===== src/rtl/asfp_pkg.sv =====
`timescale 1ns / 1ps
// ----------------------------------------------------------------------------
// asfp_pkg
// Shared types and constants for the air sensor frame parser.
// ----------------------------------------------------------------------------
package asfp_pkg;

  localparam logic [7:0] SYNC_FIRST   = 8'hFF;
  localparam logic [7:0] SYNC_SECOND  = 8'hFA;
  localparam int         FRAME_LEN    = 39;
  localparam int         PAYLOAD_FIRST = 4;
  localparam int         PAYLOAD_LEN  = 32;
  localparam int         QUANTITIES   = 16;
  localparam int         POS_W        = 6;
  localparam int         QID_W        = 4;
  localparam int         WORD_W       = 16;
  localparam int         VALUE_W      = 17;

  localparam logic [POS_W-1:0] POS_HUNT     = POS_W'(0);
  localparam logic [POS_W-1:0] POS_SECOND   = POS_W'(1);
  localparam logic [POS_W-1:0] POS_PAY_LO   = POS_W'(PAYLOAD_FIRST);
  localparam logic [POS_W-1:0] POS_PAY_HI   = POS_W'(PAYLOAD_FIRST + PAYLOAD_LEN);
  localparam logic [POS_W-1:0] POS_CHECKSUM = POS_W'(FRAME_LEN - 1);

  localparam logic [QID_W-1:0] QID_TEMP = QID_W'(11);
  localparam logic [QID_W-1:0] QID_LAST = QID_W'(QUANTITIES - 1);

  localparam logic [1:0] STAT_MEAS    = 2'd0;
  localparam logic [1:0] STAT_BAD_PRE = 2'd1;
  localparam logic [1:0] STAT_BAD_SUM = 2'd2;

  typedef enum logic [1:0] {
    ST_RUN,
    ST_READ,
    ST_SEND
  } state_t;

  typedef enum logic [1:0] {
    EV_NONE,
    EV_BAD_PRE,
    EV_BAD_SUM,
    EV_GOOD
  } event_t;

  // controller -> datapath
  typedef struct packed {
    logic take;    // ready for an input byte
    logic rd;      // read the payload word for the current quantity
    logic send;    // result register is presented
    logic next_k;  // step to the next quantity
  } cmd_t;

  // datapath -> controller
  typedef struct packed {
    event_t ev;    // what the byte on the input would cause
    logic   last;  // presented result closes the frame
  } stat_t;

endpackage


===== src/rtl/asfp_if.sv =====
`timescale 1ns / 1ps
// ----------------------------------------------------------------------------
// asfp_in_if / asfp_out_if
// Valid/ready channels for received bytes and parsed results.
// ----------------------------------------------------------------------------
interface asfp_in_if;
  logic       valid;
  logic       ready;
  logic [7:0] rx_byte;

  modport source (output valid, output rx_byte, input ready);
  modport sink   (input valid, input rx_byte, output ready);
endinterface

interface asfp_out_if;
  logic               valid;
  logic               ready;
  logic [1:0]         status;
  logic [3:0]         quantity_id;
  logic signed [16:0] value;
  logic               last;

  modport source (output valid, output status, output quantity_id, output value,
                  output last, input ready);
  modport sink   (input valid, input status, input quantity_id, input value,
                  input last, output ready);
endinterface


===== src/rtl/asfp_ram.sv =====
`timescale 1ns / 1ps
// ----------------------------------------------------------------------------
// asfp_ram
// Generic single-write, single-read RAM with registered read data.
// ----------------------------------------------------------------------------
module asfp_ram #(
  parameter int WIDTH = 16,
  parameter int DEPTH = 16
) (
  input  logic                     clk,
  input  logic                     wr_en,
  input  logic [$clog2(DEPTH)-1:0] wr_addr,
  input  logic [WIDTH-1:0]         wr_data,
  input  logic                     rd_en,
  input  logic [$clog2(DEPTH)-1:0] rd_addr,
  output logic [WIDTH-1:0]         rd_data
);

  logic [WIDTH-1:0] mem [DEPTH];
  logic [WIDTH-1:0] rd_data_r;

  always_ff @(posedge clk) begin
    if (wr_en) begin
      mem[wr_addr] <= wr_data;
    end
    if (rd_en) begin
      rd_data_r <= mem[rd_addr];
    end
  end

  assign rd_data = rd_data_r;

endmodule


===== src/rtl/asfp_ctrl.sv =====
`timescale 1ns / 1ps
// ----------------------------------------------------------------------------
// asfp_ctrl
// Sequencer: takes bytes, then sends one error result or walks the payload words out one result at a time.
// ----------------------------------------------------------------------------
module asfp_ctrl (
  input  logic            clk,
  input  logic            rst_n,
  input  logic            in_valid,
  input  logic            out_ready,
  input  asfp_pkg::stat_t stat,
  output asfp_pkg::cmd_t  cmd
);

  asfp_pkg::state_t state_r, state_nxt;

  always_ff @(posedge clk) begin
    if (!rst_n) begin
      state_r <= asfp_pkg::ST_RUN;
    end else begin
      state_r <= state_nxt;
    end
  end

  always_comb begin
    state_nxt = state_r;
    case (state_r)
      asfp_pkg::ST_RUN: begin
        if (in_valid) begin
          case (stat.ev)
            asfp_pkg::EV_GOOD:    state_nxt = asfp_pkg::ST_READ;
            asfp_pkg::EV_BAD_PRE: state_nxt = asfp_pkg::ST_SEND;
            asfp_pkg::EV_BAD_SUM: state_nxt = asfp_pkg::ST_SEND;
            default:              state_nxt = asfp_pkg::ST_RUN;
          endcase
        end
      end
      asfp_pkg::ST_READ: begin
        state_nxt = asfp_pkg::ST_SEND;
      end
      asfp_pkg::ST_SEND: begin
        if (out_ready) begin
          state_nxt = stat.last ? asfp_pkg::ST_RUN : asfp_pkg::ST_READ;
        end
      end
      default: begin
        state_nxt = asfp_pkg::ST_RUN;
      end
    endcase
  end

  always_comb begin
    cmd = '0;
    case (state_r)
      asfp_pkg::ST_RUN: begin
        cmd.take = 1'b1;
      end
      asfp_pkg::ST_READ: begin
        cmd.rd = 1'b1;
      end
      asfp_pkg::ST_SEND: begin
        cmd.send   = 1'b1;
        cmd.next_k = out_ready & ~stat.last;
      end
      default: begin
        cmd = '0;
      end
    endcase
  end

endmodule


===== src/rtl/asfp_dp.sv =====
`timescale 1ns / 1ps
// ----------------------------------------------------------------------------
// asfp_dp
// Frame position, running sum, payload store and result formatting.
// ----------------------------------------------------------------------------
module asfp_dp (
  input  logic                          clk,
  input  logic                          rst_n,
  input  asfp_pkg::cmd_t                cmd,
  input  logic                          in_valid,
  input  logic [7:0]                    rx_byte,
  output asfp_pkg::stat_t               stat,
  output logic [1:0]                    status,
  output logic [asfp_pkg::QID_W-1:0]    quantity_id,
  output logic signed [asfp_pkg::VALUE_W-1:0] value,
  output logic                          last
);

  localparam int AW = $clog2(asfp_pkg::QUANTITIES);

  logic [asfp_pkg::POS_W-1:0] pos_r, pos_nxt;
  logic [7:0]                 sum_r, sum_nxt;
  logic [7:0]                 hi_r;
  logic [1:0]                 status_r;
  logic [asfp_pkg::QID_W-1:0] k_r;
  logic                       accept;
  logic                       in_payload;
  logic [asfp_pkg::POS_W-1:0] pay_off;
  logic                       wr_en;
  logic [asfp_pkg::WORD_W-1:0] rd_word;
  asfp_pkg::event_t           ev;

  assign accept     = cmd.take & in_valid;
  assign in_payload = (pos_r >= asfp_pkg::POS_PAY_LO) && (pos_r < asfp_pkg::POS_PAY_HI);
  assign pay_off    = pos_r - asfp_pkg::POS_PAY_LO;
  // odd payload offset completes a big-endian word
  assign wr_en      = accept && in_payload && pay_off[0];

  always_comb begin
    pos_nxt = pos_r;
    sum_nxt = sum_r;
    ev      = asfp_pkg::EV_NONE;
    if (pos_r == asfp_pkg::POS_HUNT) begin
      if (rx_byte == asfp_pkg::SYNC_FIRST) begin
        sum_nxt = rx_byte;
        pos_nxt = asfp_pkg::POS_SECOND;
      end
    end else if (pos_r == asfp_pkg::POS_SECOND) begin
      if (rx_byte != asfp_pkg::SYNC_SECOND) begin
        pos_nxt = asfp_pkg::POS_HUNT;
        sum_nxt = 8'd0;
        ev      = asfp_pkg::EV_BAD_PRE;
      end else begin
        sum_nxt = sum_r + rx_byte;
        pos_nxt = pos_r + asfp_pkg::POS_W'(1);
      end
    end else if (pos_r < asfp_pkg::POS_CHECKSUM) begin
      sum_nxt = sum_r + rx_byte;
      pos_nxt = pos_r + asfp_pkg::POS_W'(1);
    end else begin
      pos_nxt = asfp_pkg::POS_HUNT;
      sum_nxt = 8'd0;
      ev      = (rx_byte == sum_r) ? asfp_pkg::EV_GOOD : asfp_pkg::EV_BAD_SUM;
    end
  end

  always_ff @(posedge clk) begin
    if (!rst_n) begin
      pos_r <= asfp_pkg::POS_HUNT;
      sum_r <= 8'd0;
    end else if (accept) begin
      pos_r <= pos_nxt;
      sum_r <= sum_nxt;
    end
  end

  always_ff @(posedge clk) begin
    if (accept && in_payload && !pay_off[0]) begin
      hi_r <= rx_byte;
    end
    if (accept) begin
      case (ev)
        asfp_pkg::EV_BAD_PRE: status_r <= asfp_pkg::STAT_BAD_PRE;
        asfp_pkg::EV_BAD_SUM: status_r <= asfp_pkg::STAT_BAD_SUM;
        default:              status_r <= asfp_pkg::STAT_MEAS;
      endcase
      k_r <= '0;
    end else if (cmd.next_k) begin
      k_r <= k_r + asfp_pkg::QID_W'(1);
    end
  end

  asfp_ram #(
    .WIDTH (asfp_pkg::WORD_W),
    .DEPTH (asfp_pkg::QUANTITIES)
  ) u_payload (
    .clk     (clk),
    .wr_en   (wr_en),
    .wr_addr (pay_off[AW:1]),
    .wr_data ({hi_r, rx_byte}),
    .rd_en   (cmd.rd),
    .rd_addr (k_r[AW-1:0]),
    .rd_data (rd_word)
  );

  always_comb begin
    status      = status_r;
    quantity_id = '0;
    value       = '0;
    if (status_r == asfp_pkg::STAT_MEAS) begin
      quantity_id = k_r;
      if (k_r == asfp_pkg::QID_TEMP && rd_word[15]) begin
        // sign-magnitude temperature
        value = -$signed({2'b00, rd_word[14:0]});
      end else begin
        value = $signed({1'b0, rd_word});
      end
    end
  end

  assign last      = (status_r != asfp_pkg::STAT_MEAS) || (k_r == asfp_pkg::QID_LAST);
  assign stat.ev   = ev;
  assign stat.last = last;

endmodule


===== src/rtl/air_sensor_frame_parser_core.sv =====
`timescale 1ns / 1ps
// ----------------------------------------------------------------------------
// air_sensor_frame_parser_core
// Rebuilds 39-byte sensor frames from serial bytes and emits checked results.
// ----------------------------------------------------------------------------
// Bytes are taken one per cycle while the parser is collecting a frame. A bad
// preamble or checksum produces one error word; a good checksum byte produces
// sixteen measurement words, each read from the payload RAM and then presented
// as the output word, which an output stall can hold. No input byte is taken
// while result words are pending, so the end of a frame or an error holds the
// input until its result words have been taken.
module air_sensor_frame_parser_core (
  input  logic              clk,
  input  logic              rst_n,
  asfp_in_if.sink           in_ch,
  asfp_out_if.source        out_ch
);

  asfp_pkg::cmd_t  cmd;
  asfp_pkg::stat_t stat;

  asfp_ctrl u_ctrl (
    .clk       (clk),
    .rst_n     (rst_n),
    .in_valid  (in_ch.valid),
    .out_ready (out_ch.ready),
    .stat      (stat),
    .cmd       (cmd)
  );

  asfp_dp u_dp (
    .clk         (clk),
    .rst_n       (rst_n),
    .cmd         (cmd),
    .in_valid    (in_ch.valid),
    .rx_byte     (in_ch.rx_byte),
    .stat        (stat),
    .status      (out_ch.status),
    .quantity_id (out_ch.quantity_id),
    .value       (out_ch.value),
    .last        (out_ch.last)
  );

  assign in_ch.ready  = cmd.take;
  assign out_ch.valid = cmd.send;

endmodule

===== src/flat_wrapper.sv =====
// flat-port wrapper written by rule: the top's interface ports become plain ports
module air_sensor_frame_parser_core_flat 
  (clk, rst_n, in_ch_valid, in_ch_rx_byte, in_ch_ready, out_ch_valid, out_ch_status, out_ch_quantity_id, out_ch_value, out_ch_last, out_ch_ready);
  asfp_in_if in_ch_i ();
  asfp_out_if out_ch_i ();
  input  logic clk;
  input  logic rst_n;
  input wire logic [$bits(in_ch_i.valid)-1:0] in_ch_valid;
  input wire logic [$bits(in_ch_i.rx_byte)-1:0] in_ch_rx_byte;
  output wire logic [$bits(in_ch_i.ready)-1:0] in_ch_ready;
  output wire logic [$bits(out_ch_i.valid)-1:0] out_ch_valid;
  output wire logic [$bits(out_ch_i.status)-1:0] out_ch_status;
  output wire logic [$bits(out_ch_i.quantity_id)-1:0] out_ch_quantity_id;
  output wire logic [$bits(out_ch_i.value)-1:0] out_ch_value;
  output wire logic [$bits(out_ch_i.last)-1:0] out_ch_last;
  input wire logic [$bits(out_ch_i.ready)-1:0] out_ch_ready;
  assign in_ch_i.valid = in_ch_valid;
  assign in_ch_i.rx_byte = in_ch_rx_byte;
  assign in_ch_ready = in_ch_i.ready;
  assign out_ch_valid = out_ch_i.valid;
  assign out_ch_status = out_ch_i.status;
  assign out_ch_quantity_id = out_ch_i.quantity_id;
  assign out_ch_value = out_ch_i.value;
  assign out_ch_last = out_ch_i.last;
  assign out_ch_i.ready = out_ch_ready;
  air_sensor_frame_parser_core u_core (.clk(clk), .rst_n(rst_n), .in_ch(in_ch_i), .out_ch(out_ch_i));
endmodule

===== config.mk =====
export PLATFORM = sky130hd
export DESIGN_NAME = air_sensor_frame_parser_core_flat
export DESIGN_NICKNAME = d
export VERILOG_FILES = /design/src/rtl/asfp_pkg.sv /design/src/rtl/asfp_if.sv /design/src/rtl/asfp_ram.sv /design/src/rtl/asfp_ctrl.sv /design/src/rtl/asfp_dp.sv /design/src/rtl/air_sensor_frame_parser_core.sv /design/src/flat_wrapper.sv
export SDC_FILE = /design/constraint.sdc
export NUM_CORES = 1
export LEC_CHECK = 0
export BUFFER_PORTS_ARGS = -buffer_cell sky130_fd_sc_hd__buf_2
export CAP_MARGIN = 20
export CORE_MARGIN = 2
export CORE_UTILIZATION = 53
export DETAILED_ROUTE_END_ITERATION = 8
export GPL_ROUTABILITY_DRIVEN = 0
export PLACE_DENSITY = 0.72
export SKIP_LAST_GASP = 1
export SLEW_MARGIN = 20
export SYNTH_ARGS = -nofsm -noshare
export SYNTH_HDL_FRONTEND = slang
export SYNTH_SLANG_ARGS = --single-unit

===== constraint.sdc =====
create_clock -name clk -period 3.3 [get_ports clk]
set_input_delay 0.66 -clock clk [delete_from_list [all_inputs] [get_ports clk]]
set_output_delay 0.66 -clock clk [all_outputs]
set_load 0.005 [all_outputs]

==> out/results.ini <==
[grt]
grt_overflow=0
grt_max_degree=68
grt_pass1_vias=6481
antenna_found_initial=1
grt_usage_pct=21.5
grt_pass1_wl_um=38700

[timing]
fmax_mhz=321
rsz0062_at_grt=false
period_share_pct=94.4
min_period_ps=3110
hold_viol=0
tightest_slew_ps=971
drv_slew=0
finalSetupViolCount=0
fin_worst_skew_ps=16.5
relSlewSlack_pct=35.3
tns_ps=0

[critical_path]
cp-start-kind=flip-flop
timing.rr.start=u_core.u_dp.pos_r[2]
end_kind=output port
cp_num_cells=6
cp_top_family=simple AND/OR/NAND/NOR gates
r2r_slack_ps=850
crit_type=flip-flop to output port
path_buf_inv=1
r2r-end=u_core.u_dp.pos_r[3]
path_common_cell=or3_4
arrival_ps=2450
crit_chain=or3_4, or3_4, o41ai_2, xor2_1, nor2_1, buf_2
crit_start=u_core.u_dp.u_payload.rd_data[5]
critical_path_required_ps=2640
reg2reg_depth=7
crit_fanout=5
cpMaxStageDelayCell=edfxtp_1
cpPeakStageDelay_ps=430
crit_end=out_ch_value[14]

[logic_synthesis]
yosys_warnings=0
synth.distinct_cells=58
synth_edf_count=282
ys_seq_elements=302
synth.top_cells.by_area=edfxtp_1 69%, mux4_2 15%, dfxtp_1 3.2%, ha_1 1.9%, nor2_1 1.2%
syn_nets=682
avgSynthCellArea_um2=19.0
async_flop_share_pct=0
synth_area_um2=12400
ys_top_cells_by_count=282 x edfxtp_1, 80 x mux4_2, 40 x nor2_1
ys_seq_area_share_pct=71.8
post-synth-top-count-cell=edfxtp_1
synth_flop_cell=edfxtp_1
synth_top_area_cell=edfxtp_1
synthCells=650
synth_top_area_share_pct=68.6

[drt]
drc=0
wl_per_cell_um=24.0
via_count=6447
drtIter0Drc=612
routed_wl_um=25400
drtPass1Iterations=5
ant_nets=0
viasPerCell=6.08

[cells_and_area]
fillCellCount=1575
antenna_cells=0
syn_to_final_growth_pct=13.4
drive_gt1_share_pct=27.8
layout.nets=757

[floorplan]
pin_count=38
dieHeight_um=157
die_w_um=157
rows=55
initial_utilization_pct=54.2
dieArea_um2=24500
core_um2=22800

[clock_tree]
cts_tree=yes
post_cts_buffers=0
cts_hold_buf=0
cts_resized=0
clk_pin_slew_ps=60
cts.sinks=302
clockRootBuffer=clkbuf_16
htree_num_levels=1
clk_latency_ps=540
cts_buffer_depth=3
cts-buffers-inserted=29

[pwr]
p_total_mw=7.48
ir_drop_mv=0.532
power.density_nw_per_um2=534
leakagePower_nw=4.54

[placement]
dpl.hpwl_um=16200
io_buffers=37

[job]
max_cap_viol_count=0

[status]
status=finished, final reports clean

[min_path]
hold_path.class=primary input to flip-flop

per-stage QoR:
| step | util, % | cell area [µm²] | std cells | hold WS [ps] | worst slack (ps) |
|---|---|---|---|---|---|
| floorplan | - | 12400 | 650 | 476 | 82.5 |
| detailed placement | 57.4 | 13100 | 1007 | 506 | 583 |
| CTS | 61.5 | 14000 | 1060 | 412 | 151 |
| global route | 61.5 | 14000 | 1060 | 423 | 23.8 |
| global placement | 57.4 | 13100 | 1007 | 498 | 626 |
| finish | 61.5 | 14000 | 1060 | 431 | 186 |
worst min path at each step:
stage / startpoint / to / slack (ps) / cells past startpoint
after global routing: out_ch_ready / u_core.u_dp.k_r[1] / 420 / 3
final: out_ch_ready / u_core.u_dp.k_r[1] / 430 / 3
after global placement: u_core.u_dp.sum_r[2] / u_core.u_dp.sum_r[2] / 500 / 1
after CTS: out_ch_ready / u_core.u_dp.k_r[1] / 410 / 3
after floorplan: u_core.u_dp.sum_r[2] / u_core.u_dp.sum_r[2] / 480 / 1
after detailed placement: u_core.u_dp.sum_r[2] / u_core.u_dp.sum_r[2] / 510 / 1
logic make-up after synthesis:
logic type      count (synthesis)  share of synthesized area (%)
simple gates                  114                           4.80
compound gates                 78                           4.06
flops                         302                           71.8
fa+ha+maj                      20                           2.09
buf+inv                        40                           1.54
xor+xnor                       16                           1.13
mux                            80                           14.6
routing by layer:
metal  GRT usage [%]  vias up  share of wire (%)
met5               0        -                  0
met4            4.98        0                2.0
met3            2.99       38                6.8
met2            35.0      266                 48
met1            31.5     3339                 43
li1                -     2804                  -
layout make-up:
cell class              instances  area (µm²)  area share, %
flip-flops and latches        302        8870           63.3
multi-input cells             308        3310           23.7
clock buffers                  37         756           5.39
repair buffers                 72         448           3.20
well taps                     313         392           2.80
clock inverters                16         181           1.29
inverters                      12        45.0          0.322
worst register-to-register path, stage by stage (launching register included):
cell	delay (ps)
dfxtp_1	610
inv_1	190
ha_1	230
nor3b_2	170
nand2_1	120
o21a_1	490
o21ai_0	200
a32o_1	310
power by group:
group          total [mW]  switching (mW)  internal (mW)
Combinational      0.0797          0.0579         0.0217
Clock                3.25            1.32           1.93
Sequential           4.15         0.00200           4.15
state kept, by name, indices dropped and copies added, names as in the netlist:
signal,flops
u_core.u_dp.status,2
u_core.u_ctrl.state_r,2
u_core.u_dp.k_r,4
u_core.u_dp.hi_r,8
u_core.u_dp.sum_r,8
u_core.u_dp.u_payload.rd_data,16
u_core.u_dp.u_payload.mem,256
u_core.u_dp.pos_r,6
cells in the final DEF, fill, tap and decap left out, drive strengths merged, types with 3 or more instances in the layout:
cell type,instances
nor4,3
and3,4
dfxtp,20
ha,19
o21ai,25
nand3,8
a21oi,22
xnor2,6
a32o,3
o211ai,5
nor3,8
xor2,10
clkbuf,37
o21bai,4
or3,6
nand4,6
buf,72
edfxtp,282
bufinv,4
nand2b,4
clkinv,11
and2,8
mux4,80
a211oi,3
nor2,40
nand2,15
inv,13
(Power assumes the default switching activity.)
